$ cat src/sv/eegsd_pkg.sv
// Shared types and constants of the EEG data-record sample decoder.
// No dependencies; every other file imports this package.
`timescale 1ns / 1ps

package eegsd_pkg;

    localparam int EEGSD_MAX_CHANNELS = 256;

    localparam int CFG_IDX_W  = 4;
    localparam int CFG_DATA_W = 32;

    // Configuration register indexes
    localparam logic [CFG_IDX_W-1:0] REG_CHANNELS = 4'd0;
    localparam logic [CFG_IDX_W-1:0] REG_SAMPLES  = 4'd1;
    localparam logic [CFG_IDX_W-1:0] REG_GAIN     = 4'd2;

    localparam logic [8:0]  CHANNELS_RESET = 9'd2;
    localparam logic [15:0] SAMPLES_RESET  = 16'd1;
    localparam logic [31:0] GAIN_RESET     = 32'h0100_0000;

    // Effective configuration after clamping
    typedef struct packed {
        logic [7:0]  last_ch;   // index of the status channel
        logic [15:0] spr;       // samples per record, never zero
        logic [31:0] gain;
    } cfg_t;

    // One assembled sample on its way to the scaler
    typedef struct packed {
        logic [7:0]  channel;
        logic [31:0] sample_index;
        logic [23:0] raw;
        logic        is_status;
        logic        trigger;
        logic [15:0] trigger_code;
    } sample_t;

endpackage

$ cat src/sv/eegsd_if.sv


interface eegsd_sample_if;
    logic               valid;
    logic               ready;
    logic [7:0]         channel;
    logic [31:0]        sample_index;
    logic signed [55:0] scaled_value;
    logic               is_status;
    logic               trigger;
    logic [15:0]        trigger_code;

    modport source (output valid, output channel, output sample_index, output scaled_value,
                    output is_status, output trigger, output trigger_code, input ready);
    modport sink   (input valid, input channel, input sample_index, input scaled_value,
                    input is_status, input trigger, input trigger_code, output ready);
endinterface


$ cat src/sv/eegsd_scaler.sv
// Gain multiply and output register of the decoder.
// Depends on eegsd_pkg and eegsd_if.
`timescale 1ns / 1ps

module eegsd_scaler
    import eegsd_pkg::*;
(
    input  logic           clk,
    input  logic           rst_n,
    input  logic [31:0]    gain,
    input  logic           s1_valid,
    input  sample_t        s1_sample,
    output logic           s1_ready,
    eegsd_sample_if.source samples
);

    logic               out_valid_reg, out_valid_next;
    sample_t            out_reg;
    logic signed [55:0] scaled_reg;
    logic signed [56:0] product;
    logic               load;

    assign s1_ready = !out_valid_reg || samples.ready;
    assign load     = s1_valid && s1_ready;

    // 24-bit signed sample times 32-bit unsigned gain
    assign product = $signed(s1_sample.raw) * $signed({1'b0, gain});

    assign out_valid_next = load || (out_valid_reg && !samples.ready);

    always_ff @(posedge clk or negedge rst_n)
    begin
        if (!rst_n)
            out_valid_reg <= 1'b0;
        else
            out_valid_reg <= out_valid_next;
    end

    always_ff @(posedge clk)
    begin
        if (load)
        begin
            out_reg    <= s1_sample;
            scaled_reg <= s1_sample.is_status ? 56'sd0 : product[55:0];
        end
    end

    assign samples.valid        = out_valid_reg;
    assign samples.channel      = out_reg.channel;
    assign samples.sample_index = out_reg.sample_index;
    assign samples.scaled_value = scaled_reg;
    assign samples.is_status    = out_reg.is_status;
    assign samples.trigger      = out_reg.trigger;
    assign samples.trigger_code = out_reg.trigger_code;

`ifndef SYNTHESIS
    a_status_zero: assert property (@(posedge clk) disable iff (!rst_n)
        out_valid_reg && out_reg.is_status |-> scaled_reg == 56'sd0)
        else $error("status sample carries a scaled value");
`endif

endmodule
$ cat src/flat_wrapper.sv
// flat-port wrapper written by rule: the top's interface ports become plain ports
module eegsd_scaler_flat import eegsd_pkg::*;
  (clk, rst_n, gain, s1_valid, s1_sample, s1_ready, samples_valid, samples_channel, samples_sample_index, samples_scaled_value, samples_is_status, samples_trigger, samples_trigger_code, samples_ready);
  eegsd_sample_if samples_i ();
  input  logic clk;
  input  logic rst_n;
  input  logic [31:0] gain;
  input  logic s1_valid;
  input  sample_t s1_sample;
  output logic s1_ready;
  output wire logic [$bits(samples_i.valid)-1:0] samples_valid;
  output wire logic [$bits(samples_i.channel)-1:0] samples_channel;
  output wire logic [$bits(samples_i.sample_index)-1:0] samples_sample_index;
  output wire logic [$bits(samples_i.scaled_value)-1:0] samples_scaled_value;
  output wire logic [$bits(samples_i.is_status)-1:0] samples_is_status;
  output wire logic [$bits(samples_i.trigger)-1:0] samples_trigger;
  output wire logic [$bits(samples_i.trigger_code)-1:0] samples_trigger_code;
  input wire logic [$bits(samples_i.ready)-1:0] samples_ready;
  assign samples_valid = samples_i.valid;
  assign samples_channel = samples_i.channel;
  assign samples_sample_index = samples_i.sample_index;
  assign samples_scaled_value = samples_i.scaled_value;
  assign samples_is_status = samples_i.is_status;
  assign samples_trigger = samples_i.trigger;
  assign samples_trigger_code = samples_i.trigger_code;
  assign samples_i.ready = samples_ready;
  eegsd_scaler u_core (.clk(clk), .rst_n(rst_n), .gain(gain), .s1_valid(s1_valid), .s1_sample(s1_sample), .s1_ready(s1_ready), .samples(samples_i));
endmodule
$ cat config.mk
export PLATFORM = sky130hd
export DESIGN_NAME = eegsd_scaler_flat
export DESIGN_NICKNAME = d
export VERILOG_FILES = /design/src/sv/eegsd_pkg.sv /design/src/sv/eegsd_if.sv /design/src/sv/eegsd_scaler.sv /design/src/flat_wrapper.sv
export SDC_FILE = /design/constraint.sdc
export NUM_CORES = 2
export LEC_CHECK = 0
export CORE_UTILIZATION = 60
export CTS_BUF_LIST = sky130_fd_sc_hd__clkbuf_16
export DETAILED_ROUTE_END_ITERATION = 8
export DONT_BUFFER_PORTS = 1
export PLACE_DENSITY_LB_ADDON = 0.12
export SETUP_SLACK_MARGIN = 0.1
export SLEW_MARGIN = 10
export SYNTH_ARGS = -nofsm -noshare
export SYNTH_HDL_FRONTEND = slang
export SYNTH_SLANG_ARGS = --single-unit
$ cat constraint.sdc
create_clock -name clk -period 3.8 [get_ports clk]
set_input_delay 0.38 -clock clk [delete_from_list [all_inputs] [get_ports clk]]
set_output_delay 0.38 -clock clk [all_outputs]
set_load 0.02 [all_outputs]
==> flow_metrics.py <==
metrics = {
    "clock_network": {
        "cts_sinks": 115,
        "path_clk_slew_ns": 0.06,
        "h-tree-depth": 4,
        "clk_path_buf_depth": 2,
        "worstSkewPairLatency_ns": 0.41,
        "tritoncts": "done",
        "cts_root_buf": "clkbuf_16",
        "cts-buffers-inserted": 17,
    },
    "grt": {
        "overflow": 0,
        "grt_pass1_wl_microns": 130900,
        "grt_usage": 0.3453,
        "grt_pass1_vias": 24899,
        "grt_max_degree": 64,
        "antenna_found_initial": 0,
    },
    "layout": {
        "layout_common_cells": "689 x inv_1, 607 x fa_1, 374 x nand2_1",
        "fin_area_sq_um": 33750,
        "area_delta_synth_final_pct": 15.48,
        "seq_area_sq_um": 3448,
        "diodes": 0,
        "multiInputGateArea_sq_um": 24210,
        "layout-drive-gt1-share": 0.1944,
        "final_nets": 4180,
        "fillerInstances": 3655,
        "layout_commonest_cell": "inv_1",
    },
    "detailed_routing": {
        "num_vias": 21562,
        "wire_per_inst_microns": 21.23,
        "via_per_inst": 5.645,
        "wirelength_microns": 81100,
        "detailedRoute.firstPassIterationCount": 5,
        "drtIter0Drc": 1041,
        "antenna_left": 0,
        "drc_errors": 0,
    },
    "synth": {
        "synth_area_sq_um": 29230,
        "synth.ff_latch_count": 115,
        "ys.flop_type": "edfxtp_1",
        "synth_enable_flop_cells": 114,
        "yosysWarningCount": 0,
        "synthArstFlopShare": 0.008696,
        "yosysSeqAreaShare": 0.1180,
        "synth_cell_type_count": 61,
        "syn-num-nets": 4082,
        "synth_area_per_cell_sq_um": 9.447,
        "synth_cells": 3094,
    },
    "flow_run": {
        "drv_cap": 0,
    },
    "placed_design": {
        "gp_congestion": 0.8941,
        "dp_hpwl_microns": 59910,
        "port_buffers": 0,
        "dpl-instance-area_sq_um": 31660,
    },
    "sta": {
        "hold_viol": 0,
        "worst_pin_slew_ns": 0.6183,
        "fin_ws_ns": -2.594,
        "rsz0062_at_grt": "yes",
        "slew_violations": 0,
        "finClkSkew_ns": 0.005152,
        "timing.fmax_ghz": 0.1564,
        "period_share": 1.682,
        "slew_headroom": 0.5834,
        "post-route-min-period_ns": 6.393,
        "finalSetupViolCount": 48,
    },
    "floorplan": {
        "rows": 80,
        "die_x_microns": 222.7,
        "die-area_sq_um": 49600,
        "die_height_microns": 222.7,
        "core_sq_um": 47850,
        "ioPinCount": 234,
        "initial_core_util": 0.6109,
    },
    "setup_path": {
        "reg2reg_slack_ns": 1.58,
        "cp.required_ns": 3.96,
        "r2r_cells": 3,
        "r2r-end": "u_core.samples.scaled_value[9]$_SDFFCE_PP0P_",
        "path_cells": "and2_4, fa_1, inv_1, fa_1, inv_1, fa_1, fa_2, fa_2, fa_2, fa_1, ha_4, nand2_1, or3_4, or4_4, o221a_4, a21bo_4, o41ai_4, mux2_1",
        "critPathMostFrequentCell": "fa_1",
        "crit_slowest_cell": "fa_2",
        "arrival_ns": 6.55,
        "worstSetupPathType": "input port to register",
        "endpoint_kind": "register",
        "r2r-start": "u_core.samples.valid$_DFF_PN0_",
        "start_kind": "input port",
        "crit_fanout": 32,
        "cpPeakStageDelay_ns": 0.62,
    },
    "outcome": {
        "status": "complete, but fails checks",
        "violations": "setup timing",
    },
    "worst_hold_path": {
        "worstHoldPathCells": 0,
        "min_to": "u_core.samples.trigger_code[12]$_DFFE_PP_",
        "hold_start": "s1_sample[12]",
        "hp-class": "input port to register",
    },
}
==> per-stage QoR <==
stage	util	cells	hold slack, ns	worst slack (ns)	TNS [ns]
6_report	0.7055	3820	0.05788	-2.594	-91.55
5_1_grt	0.7055	3820	0.04397	-2.723	-97.39
4_1_cts	0.6939	3807	0.05283	-2.542	-89.12
3_5_place_dp	0.6616	3756	0.08445	-3.095	-113.78
3_3_place_gp	0.6616	3756	0.08444	-2.957	-111.13
2_1_floorplan	-	3094	0.08441	-2.909	-95.48
==> worst max-delay path, delay by kind of cell <==
kind	cells	cell delay, ns
AO/OA/AOI/OAI	3	0.75
buffers and inverters	2	0.11
multiplexers	1	0.34
AND/OR/NAND/NOR	4	1.02
adder cells (fa/ha/maj)	8	3.92
==> how the worst max path moves through the flow <==
stage,from,end,cells after the start
global placement,gain[22],u_core.samples.scaled_value[52]$_SDFFCE_PP0P_,21
CTS,s1_sample[36],u_core.samples.scaled_value[52]$_SDFFCE_PP0P_,20
detailed placement,gain[29],u_core.samples.scaled_value[52]$_SDFFCE_PP0P_,21
finish,s1_sample[32],u_core.samples.scaled_value[52]$_SDFFCE_PP0P_,18
floorplan,s1_sample[36],u_core.samples.scaled_value[52]$_SDFFCE_PP0P_,22
global route,s1_sample[30],u_core.samples.scaled_value[52]$_SDFFCE_PP0P_,20
==> synthesized netlist by cell type, types with 2 or more instances <==
cell       count  share of area
a21o_1        26         0.0067
xnor2_1       25         0.0075
mux2_1         2        0.00077
o21bai_1      19         0.0049
edfxtp_1     114           0.12
a41oi_1        3        0.00090
a21boi_0       2        0.00051
nand4_1       16         0.0034
a211oi_1      10         0.0026
o211ai_1       3        0.00077
nor3_1        24         0.0041
nor3b_1        5         0.0013
o21ai_0       26         0.0045
nand2b_1      15         0.0032
nand3_1        8         0.0014
a2111oi_0      2        0.00060
o21ai_1        4        0.00068
and3_1         6         0.0013
nor2b_1       32         0.0068
xor2_1        14         0.0042
or2_2          2        0.00043
buf_2          4        0.00068
o41ai_1        2        0.00060
nor2_1        77         0.0099
and2_1       391          0.084
o211a_1        3         0.0010
ha_1         212          0.091
or4_1          3        0.00077
mux2_2         3         0.0012
and4_1         2        0.00060
a31oi_1        6         0.0013
a21oi_1       60          0.010
inv_1        725          0.093
nand2_1      394          0.051
o21a_1        10         0.0026
fa_1         658           0.45
clkbuf_1     162          0.021
==> registers in the layout, indices dropped and copies added (netlist names) <==
register                     cells
u_core.samples.channel           8
u_core.samples.sample_index     32
u_core.samples.trigger_code     16
u_core.samples.valid             1
u_core.samples.is_status         1
u_core.samples.trigger           1
u_core.samples.scaled_value     56
==> area by class of cell <==
class                   instances  area share
repair buffers                247     0.05983
flip-flops and latches        115      0.1022
multi-input cells            2086      0.7173
inverters                     725     0.08062
well taps                     615     0.02280
clock buffers                  17     0.01260
clock inverters                15    0.004671
==> kinds of logic (layout without fill, tap and decap cells) <==
kind of cell | Yosys count | count (layout) | share of synthesized area
buf+inv | 893 | 1004 | 0.1150
xor+xnor | 39 | 39 | 0.01169
fa+ha+maj | 870 | 870 | 0.5414
flops | 115 | 115 | 0.1180
mux | 5 | 5 | 0.001926
compound gates | 192 | 192 | 0.04315
simple gates | 980 | 980 | 0.1688
==> timing repair <==
| action | CTS | global route |
|---|---|---|
| endpoints found under the hold margin | 1 | 0 |
| cloned | 0 | 0 |
| buffers inserted | 23 | 16 |
| gates resized for setup | 169 | 102 |
| endpoints found under the setup margin | 48 | 48 |
| pin swaps | 95 | 76 |
| hold buffers | 1 | 0 |
==> metal layers <==
layer / global-route usage / vias to the layer above / wire, microns
li1: - / 9304 / -
met1: 0.4108 / 11153 / 29620
met2: 0.5916 / 848 / 40840
met3: 0.06718 / 257 / 5373
met4: 0.1873 / 0 / 5270
met5: 0 / - / 0
Power is left out: the tool's default activity adds up to more than one toggle a clock period on the data nets, which glitch-free logic cannot reach.
