==> config.mk <==
export PLATFORM = sky130hd
export DESIGN_NAME = eegsd_assembler_flat
export DESIGN_NICKNAME = d
export VERILOG_FILES = /design/src/sv/eegsd_pkg.sv /design/src/sv/eegsd_if.sv /design/src/sv/eegsd_assembler.sv /design/src/flat_wrapper.sv
export SDC_FILE = /design/constraint.sdc
export NUM_CORES = 1
export LEC_CHECK = 0
export BUFFER_PORTS_ARGS = -buffer_cell sky130_fd_sc_hd__buf_4
export CORE_UTILIZATION = 34
export DETAILED_ROUTE_END_ITERATION = 6
export GPL_ROUTABILITY_DRIVEN = 0
export GPL_TIMING_DRIVEN = 1
export SYNTH_ARGS = -nofsm -noshare
export SYNTH_HDL_FRONTEND = slang
export SYNTH_SLANG_ARGS = --single-unit
==> constraint.sdc <==
create_clock -name clk -period 11.94 [get_ports clk]
set_clock_uncertainty 0.1 [all_clocks]
set_input_delay 0 -clock clk [delete_from_list [all_inputs] [get_ports clk]]
set_output_delay 0 -clock clk [all_outputs]
set_load 0.005 [all_outputs]
==> src/sv/eegsd_pkg.sv <==
// Shared types and constants of the EEG data-record sample decoder.
// No dependencies; every other file imports this package.
`timescale 1ns / 1ps

package eegsd_pkg;

    localparam int EEGSD_MAX_CHANNELS = 256;

    localparam int CFG_IDX_W  = 4;
    localparam int CFG_DATA_W = 32;

    // Configuration register indexes
    localparam logic [CFG_IDX_W-1:0] REG_CHANNELS = 4'd0;
    localparam logic [CFG_IDX_W-1:0] REG_SAMPLES  = 4'd1;
    localparam logic [CFG_IDX_W-1:0] REG_GAIN     = 4'd2;

    localparam logic [8:0]  CHANNELS_RESET = 9'd2;
    localparam logic [15:0] SAMPLES_RESET  = 16'd1;
    localparam logic [31:0] GAIN_RESET     = 32'h0100_0000;

    // Effective configuration after clamping
    typedef struct packed {
        logic [7:0]  last_ch;   // index of the status channel
        logic [15:0] spr;       // samples per record, never zero
        logic [31:0] gain;
    } cfg_t;

    // One assembled sample on its way to the scaler
    typedef struct packed {
        logic [7:0]  channel;
        logic [31:0] sample_index;
        logic [23:0] raw;
        logic        is_status;
        logic        trigger;
        logic [15:0] trigger_code;
    } sample_t;

endpackage

==> src/sv/eegsd_if.sv <==
// Handshake interfaces of the decoder: byte input, sample output, config write.
// Depends on eegsd_pkg for the configuration widths.
`timescale 1ns / 1ps

interface eegsd_byte_if;
    logic       valid;
    logic       ready;
    logic [7:0] data_byte;

    modport source (output valid, output data_byte, input ready);
    modport sink   (input valid, input data_byte, output ready);
endinterface


==> src/sv/eegsd_assembler.sv <==
// Byte-to-sample assembly, channel/sample bookkeeping and trigger detection.
// Depends on eegsd_pkg and eegsd_if; feeds eegsd_scaler through a register.
`timescale 1ns / 1ps

module eegsd_assembler
    import eegsd_pkg::*;
#(
    parameter int MAX_CHANNELS = EEGSD_MAX_CHANNELS
) (
    input  logic        clk,
    input  logic        rst_n,
    eegsd_byte_if.sink  bytes,
    input  cfg_t        cfg_eff,
    output logic        s1_valid,
    output sample_t     s1_sample,
    input  logic        s1_ready
);

    localparam int CH_W = (MAX_CHANNELS > 2) ? $clog2(MAX_CHANNELS) : 1;

    typedef enum logic [1:0] {
        PH_LOW,
        PH_MID,
        PH_HIGH
    } phase_t;

    phase_t          phase_reg, phase_next;
    logic [15:0]     partial_reg, partial_next;
    logic [CH_W-1:0] chan_reg, chan_next;
    logic [15:0]     sir_reg, sir_next;
    logic [31:0]     base_reg, base_next;
    logic [15:0]     prev_code_reg, prev_code_next;
    logic            seen_reg, seen_next;
    logic            s1_valid_reg, s1_valid_next;
    sample_t         s1_reg, s1_next;

    logic        accept;
    logic [23:0] raw;
    logic [15:0] code;
    logic        status;
    logic        trig;
    logic [15:0] sir_inc;
    logic        rec_wrap;

    assign bytes.ready = !s1_valid_reg || s1_ready;
    assign accept      = bytes.valid && bytes.ready;

    assign raw     = {bytes.data_byte, partial_reg};
    assign code    = raw[15:0];
    assign status  = 8'(chan_reg) >= cfg_eff.last_ch;
    assign sir_inc = sir_reg + 16'd1;
    assign rec_wrap = (sir_inc >= cfg_eff.spr) || (sir_inc == 16'd0);

    // First status sample: any nonzero code; afterwards a rise in either byte
    always_comb
    begin
        if (!seen_reg)
            trig = code != 16'd0;
        else
            trig = (code != 16'd0) &&
                   ((code[7:0] > prev_code_reg[7:0]) || (code[15:8] > prev_code_reg[15:8]));
    end

    always_comb
    begin
        phase_next     = phase_reg;
        partial_next   = partial_reg;
        chan_next      = chan_reg;
        sir_next       = sir_reg;
        base_next      = base_reg;
        prev_code_next = prev_code_reg;
        seen_next      = seen_reg;
        s1_valid_next  = s1_valid_reg && !s1_ready;
        s1_next        = s1_reg;

        if (accept)
        begin
            case (phase_reg)
                PH_LOW:
                begin
                    partial_next = {8'd0, bytes.data_byte};
                    phase_next   = PH_MID;
                end
                PH_MID:
                begin
                    partial_next[15:8] = bytes.data_byte;
                    phase_next         = PH_HIGH;
                end
                default:
                begin
                    phase_next = PH_LOW;

                    s1_valid_next          = 1'b1;
                    s1_next.channel        = 8'(chan_reg);
                    s1_next.sample_index   = base_reg + 32'(sir_reg);
                    s1_next.raw            = raw;
                    s1_next.is_status      = status;
                    s1_next.trigger        = status && trig;
                    s1_next.trigger_code   = status ? code : 16'd0;

                    if (status)
                    begin
                        prev_code_next = code;
                        seen_next      = 1'b1;
                    end

                    if (rec_wrap)
                    begin
                        sir_next = 16'd0;
                        if (status)
                        begin
                            chan_next = '0;
                            base_next = base_reg + 32'(cfg_eff.spr);
                        end
                        else
                            chan_next = chan_reg + CH_W'(1);
                    end
                    else
                        sir_next = sir_inc;
                end
            endcase
        end
    end

    always_ff @(posedge clk or negedge rst_n)
    begin
        if (!rst_n)
        begin
            phase_reg     <= PH_LOW;
            partial_reg   <= '0;
            chan_reg      <= '0;
            sir_reg       <= '0;
            base_reg      <= '0;
            prev_code_reg <= '0;
            seen_reg      <= 1'b0;
            s1_valid_reg  <= 1'b0;
        end
        else
        begin
            phase_reg     <= phase_next;
            partial_reg   <= partial_next;
            chan_reg      <= chan_next;
            sir_reg       <= sir_next;
            base_reg      <= base_next;
            prev_code_reg <= prev_code_next;
            seen_reg      <= seen_next;
            s1_valid_reg  <= s1_valid_next;
        end
    end

    always_ff @(posedge clk)
    begin
        s1_reg <= s1_next;
    end

    assign s1_valid  = s1_valid_reg;
    assign s1_sample = s1_reg;

`ifndef SYNTHESIS
    // a held sample must not be overwritten while the scaler is stalled
    a_s1_hold: assert property (@(posedge clk) disable iff (!rst_n)
        s1_valid_reg && !s1_ready |=> s1_valid_reg && $stable(s1_reg))
        else $error("stage 1 sample changed while stalled");

    a_trig_status: assert property (@(posedge clk) disable iff (!rst_n)
        s1_valid_reg && s1_reg.trigger |-> s1_reg.is_status && s1_reg.trigger_code != 16'd0)
        else $error("trigger on data sample or zero code");

    // a sample leaves the assembler only on the third byte of a triplet
    a_s1_load: assert property (@(posedge clk) disable iff (!rst_n)
        accept && phase_reg != PH_HIGH && !(s1_valid_reg && !s1_ready) |=> !s1_valid_reg)
        else $error("sample produced before third byte");
`endif

endmodule

==> src/flat_wrapper.sv <==
// flat-port wrapper written by rule: the top's interface ports become plain ports
module eegsd_assembler_flat import eegsd_pkg::*;
#(
    parameter int MAX_CHANNELS = EEGSD_MAX_CHANNELS
)
  (clk, rst_n, cfg_eff, s1_valid, s1_sample, s1_ready, bytes_valid, bytes_data_byte, bytes_ready);
  eegsd_byte_if bytes_i ();
  input  logic clk;
  input  logic rst_n;
  input  cfg_t cfg_eff;
  output logic s1_valid;
  output sample_t s1_sample;
  input  logic s1_ready;
  input wire logic [$bits(bytes_i.valid)-1:0] bytes_valid;
  input wire logic [$bits(bytes_i.data_byte)-1:0] bytes_data_byte;
  output wire logic [$bits(bytes_i.ready)-1:0] bytes_ready;
  assign bytes_i.valid = bytes_valid;
  assign bytes_i.data_byte = bytes_data_byte;
  assign bytes_ready = bytes_i.ready;
  eegsd_assembler #(.MAX_CHANNELS(MAX_CHANNELS)) u_core (.clk(clk), .rst_n(rst_n), .bytes(bytes_i), .cfg_eff(cfg_eff), .s1_valid(s1_valid), .s1_sample(s1_sample), .s1_ready(s1_ready));
endmodule
==> impl_metrics.json <==
{
  "cts.clk_slew.worst_paths_ns": 0.08,
  "drc_errors": 0,
  "ant_nets": 0,
  "synthMuxAreaShare": 0.0108,
  "powerDensity_nw_per_um2": 149,
  "grt_overflow": 0,
  "syn_area_um2": 9370,
  "cts_buffer_depth": 2,
  "drtIter0Drc": 433,
  "antenna_cells": 0,
  "critical_path_arrival_ns": 4.69,
  "post_dp_cell_area_um2": 10600,
  "final_cell_mix": "buf_4, dfrtp_1, nand2_1",
  "synth_top_area_frac": 0.263,
  "row_count": 60,
  "grt_max_degree": 52,
  "syn_inst": 884,
  "slew_headroom": 0.254,
  "antenna_found_initial": 0,
  "yosys.area_share.simple": 0.142,
  "drive_above_1_share": 0.172,
  "ir_drop_uv": 66.6,
  "nets": 1167,
  "fin_tns_setup_ns": 0,
  "synth_top_cells_by_area": "edfxtp_1, dfrtp_1, ha_1",
  "seq_area_frac_synth": 0.508,
  "synth_ff_type": "dfrtp_1",
  "outcome": "complete, no violations",
  "cp_top_family": "simple AND/OR/NAND/NOR gates",
  "hold_viol": 0,
  "critPathMaxStageDelay_ns": 0.57,
  "final_cells": 1376,
  "syn2layout_area_growth_pct": 22.3,
  "die-area_um2": 28200,
  "largest_register_ffs": 82,
  "htreeDepth": 4,
  "synth_async_sr_flop_share": 0.529,
  "yosysTopAreaCell": "edfxtp_1",
  "grt_pass1_vias": 6495,
  "synth_compound_area_frac": 0.129,
  "cts-buffers-inserted": 17,
  "wirelength_mm": 21.0,
  "cts_sinks": 174,
  "drt-vias-per-instance": 5.02,
  "firstDrtPassIters": 5,
  "start_util": 0.347,
  "synth_warnings": 0,
  "hpwl_mm": 14.4,
  "r2r_slack_ns": 7.46,
  "crit_buf_inv": 2,
  "postCtsSetupBuffers": 0,
  "multi_input_area_um2": 4240,
  "end_kind": "flip-flop",
  "crit_required_ns": 12.15,
  "cts_tree": "yes",
  "slowest_stage": "dfrtp_1",
  "cts-root-buf": "clkbuf_16",
  "wire_per_inst_um": 15.3,
  "port_buffers": 119,
  "dp_worst_setup_slack_ns": 7.48,
  "clkLatencyLatePin_ns": 0.43,
  "cap_violations": 0,
  "synth_cell_type_count": 57,
  "num-fill-cells": 2623,
  "globalRouteTotalUtil": 0.153,
  "ff_latch_area_um2": 4760,
  "finalMaxSlewViolations": 0,
  "final_common_cell": "buf_4",
  "setup_ws_ns": 7.46,
  "die_h_um": 168,
  "dieWidth_um": 168,
  "synth.ff_latch_count": 174,
  "grt_setup_unrepaired": "no",
  "power.leakage_nw": 5.38,
  "cp-start-kind": "flip-flop",
  "crit_type": "flip-flop to flip-flop",
  "synth_edf_count": 82,
  "syn-num-nets": 1029,
  "hold_path.class": "input pin to asynchronous set/reset pin",
  "critPathMaxFanout": 20,
  "fmax_mhz": 223,
  "path_cells": "nand4_1 -> nor2_1 -> nand4_1 -> xnor2_1 -> ha_1 -> a211oi_1 -> o21ai_0 -> a211oi_1 -> o31ai_1 -> buf_4 -> nor2_1 -> buf_4 -> or3_1 -> o21ai_0",
  "vias": 6904,
  "coreArea_um2": 27000,
  "yosys.area_share.xor_xnor": 0.0664,
  "post-route-period-util": 0.375,
  "postSynthAreaPerCell_um2": 10.6,
  "min_period_ns": 4.48,
  "dp_cells": 1323,
  "synth_top_family_by_area": "simple AND/OR/NAND/NOR gates",
  "worstMarginPinSlew_ns": 1.11,
  "top_level_ports": 152,
  "finalSetupViolations": 0,
  "grt_pass1_wl_mm": 34.2,
  "synthAdderAreaFrac": 0.104,
  "final_area_um2": 11500
}
cell usage after synthesis, drive strengths merged, types with 3 or more instances:
cell,n
inv,64
nor2b,7
mux2,9
nand3,33
o22ai,3
o21bai,3
a21o,22
nand2,89
nor2,24
o41ai,3
a31o,3
and3,10
a21oi,32
buf,6
o31ai,14
edfxtp,82
a211o,3
nor4,11
dfrtp,92
and2,22
nor3,26
xor2,43
nand4,16
clkbuf,24
a211oi,5
xnor2,28
nand2b,17
ha,75
o21a,6
o21ai,79
a31oi,4
per-stage QoR:
| stage | power [W] | util | hold slack [ns] |
|---|---|---|---|
| after global placement | 0.00113 | 0.394 | -0.0490 |
| after detailed placement | 0.00114 | 0.394 | -0.0431 |
| after CTS | 0.00173 | 0.424 | 0.0174 |
| after floorplan | 0.000994 | - | -0.396 |
| after global routing | 0.00181 | 0.424 | 0.0502 |
| final | 0.00171 | 0.424 | 0.00344 |
routing by layer:
metal / track usage / routed length [µm] / vias to the layer above
li1: - / - / 3449
met1: 0.211 / 10300 / 3302
met2: 0.249 / 9860 / 137
met3: 0.0244 / 637 / 16
met4: 0.0407 / 235 / 0
met5: 0 / 0 / -
power by group:
part,internal [W],switching [W],leakage [nW],total (W)
Sequential,0.000729,0.0000878,1.92,0.000817
Combinational,0.000146,0.000170,3.16,0.000316
Clock,0.000287,0.000289,0.296,0.000576
kinds of logic after synthesis:
kind of cell / Yosys count
mux: 9
buf+inv: 94
simple gates: 265
flops: 174
compound gates: 194
fa+ha+maj: 77
xor+xnor: 71
timing repair:
item	in CTS	in global routing
resized for setup	0	0
hold buffers	21	0
endpoints found under the hold margin	78	0
path summary, 6_finish.rpt:
kind | from | endpoint | cells past startpoint
worst min-delay path | rst_n | u_core.chan_reg[4] | 2
worst max-delay path | u_core.sir_reg[2] | u_core.chan_reg[4] | 14
worst max register to register | u_core.sir_reg[2] | u_core.chan_reg[4] | 14
max in group asynchronous | rst_n | u_core.base_reg[31] | 3
min in group clk | cfg_eff[44] | u_core.base_reg[12] | 4
worst min register to register | u_core.seen_reg | u_core.seen_reg | 1
layout make-up:
| type | count | share of cell area |
|---|---|---|
| Timing Repair Buffer | 149 | 0.102 |
| Clock buffer | 17 | 0.0371 |
| Clock inverter | 15 | 0.0161 |
| Tap cell | 341 | 0.0372 |
| Multi-Input combinational cell | 616 | 0.370 |
| Sequential cell | 174 | 0.416 |
| Inverter | 64 | 0.0212 |
(Power assumes the default switching activity.)
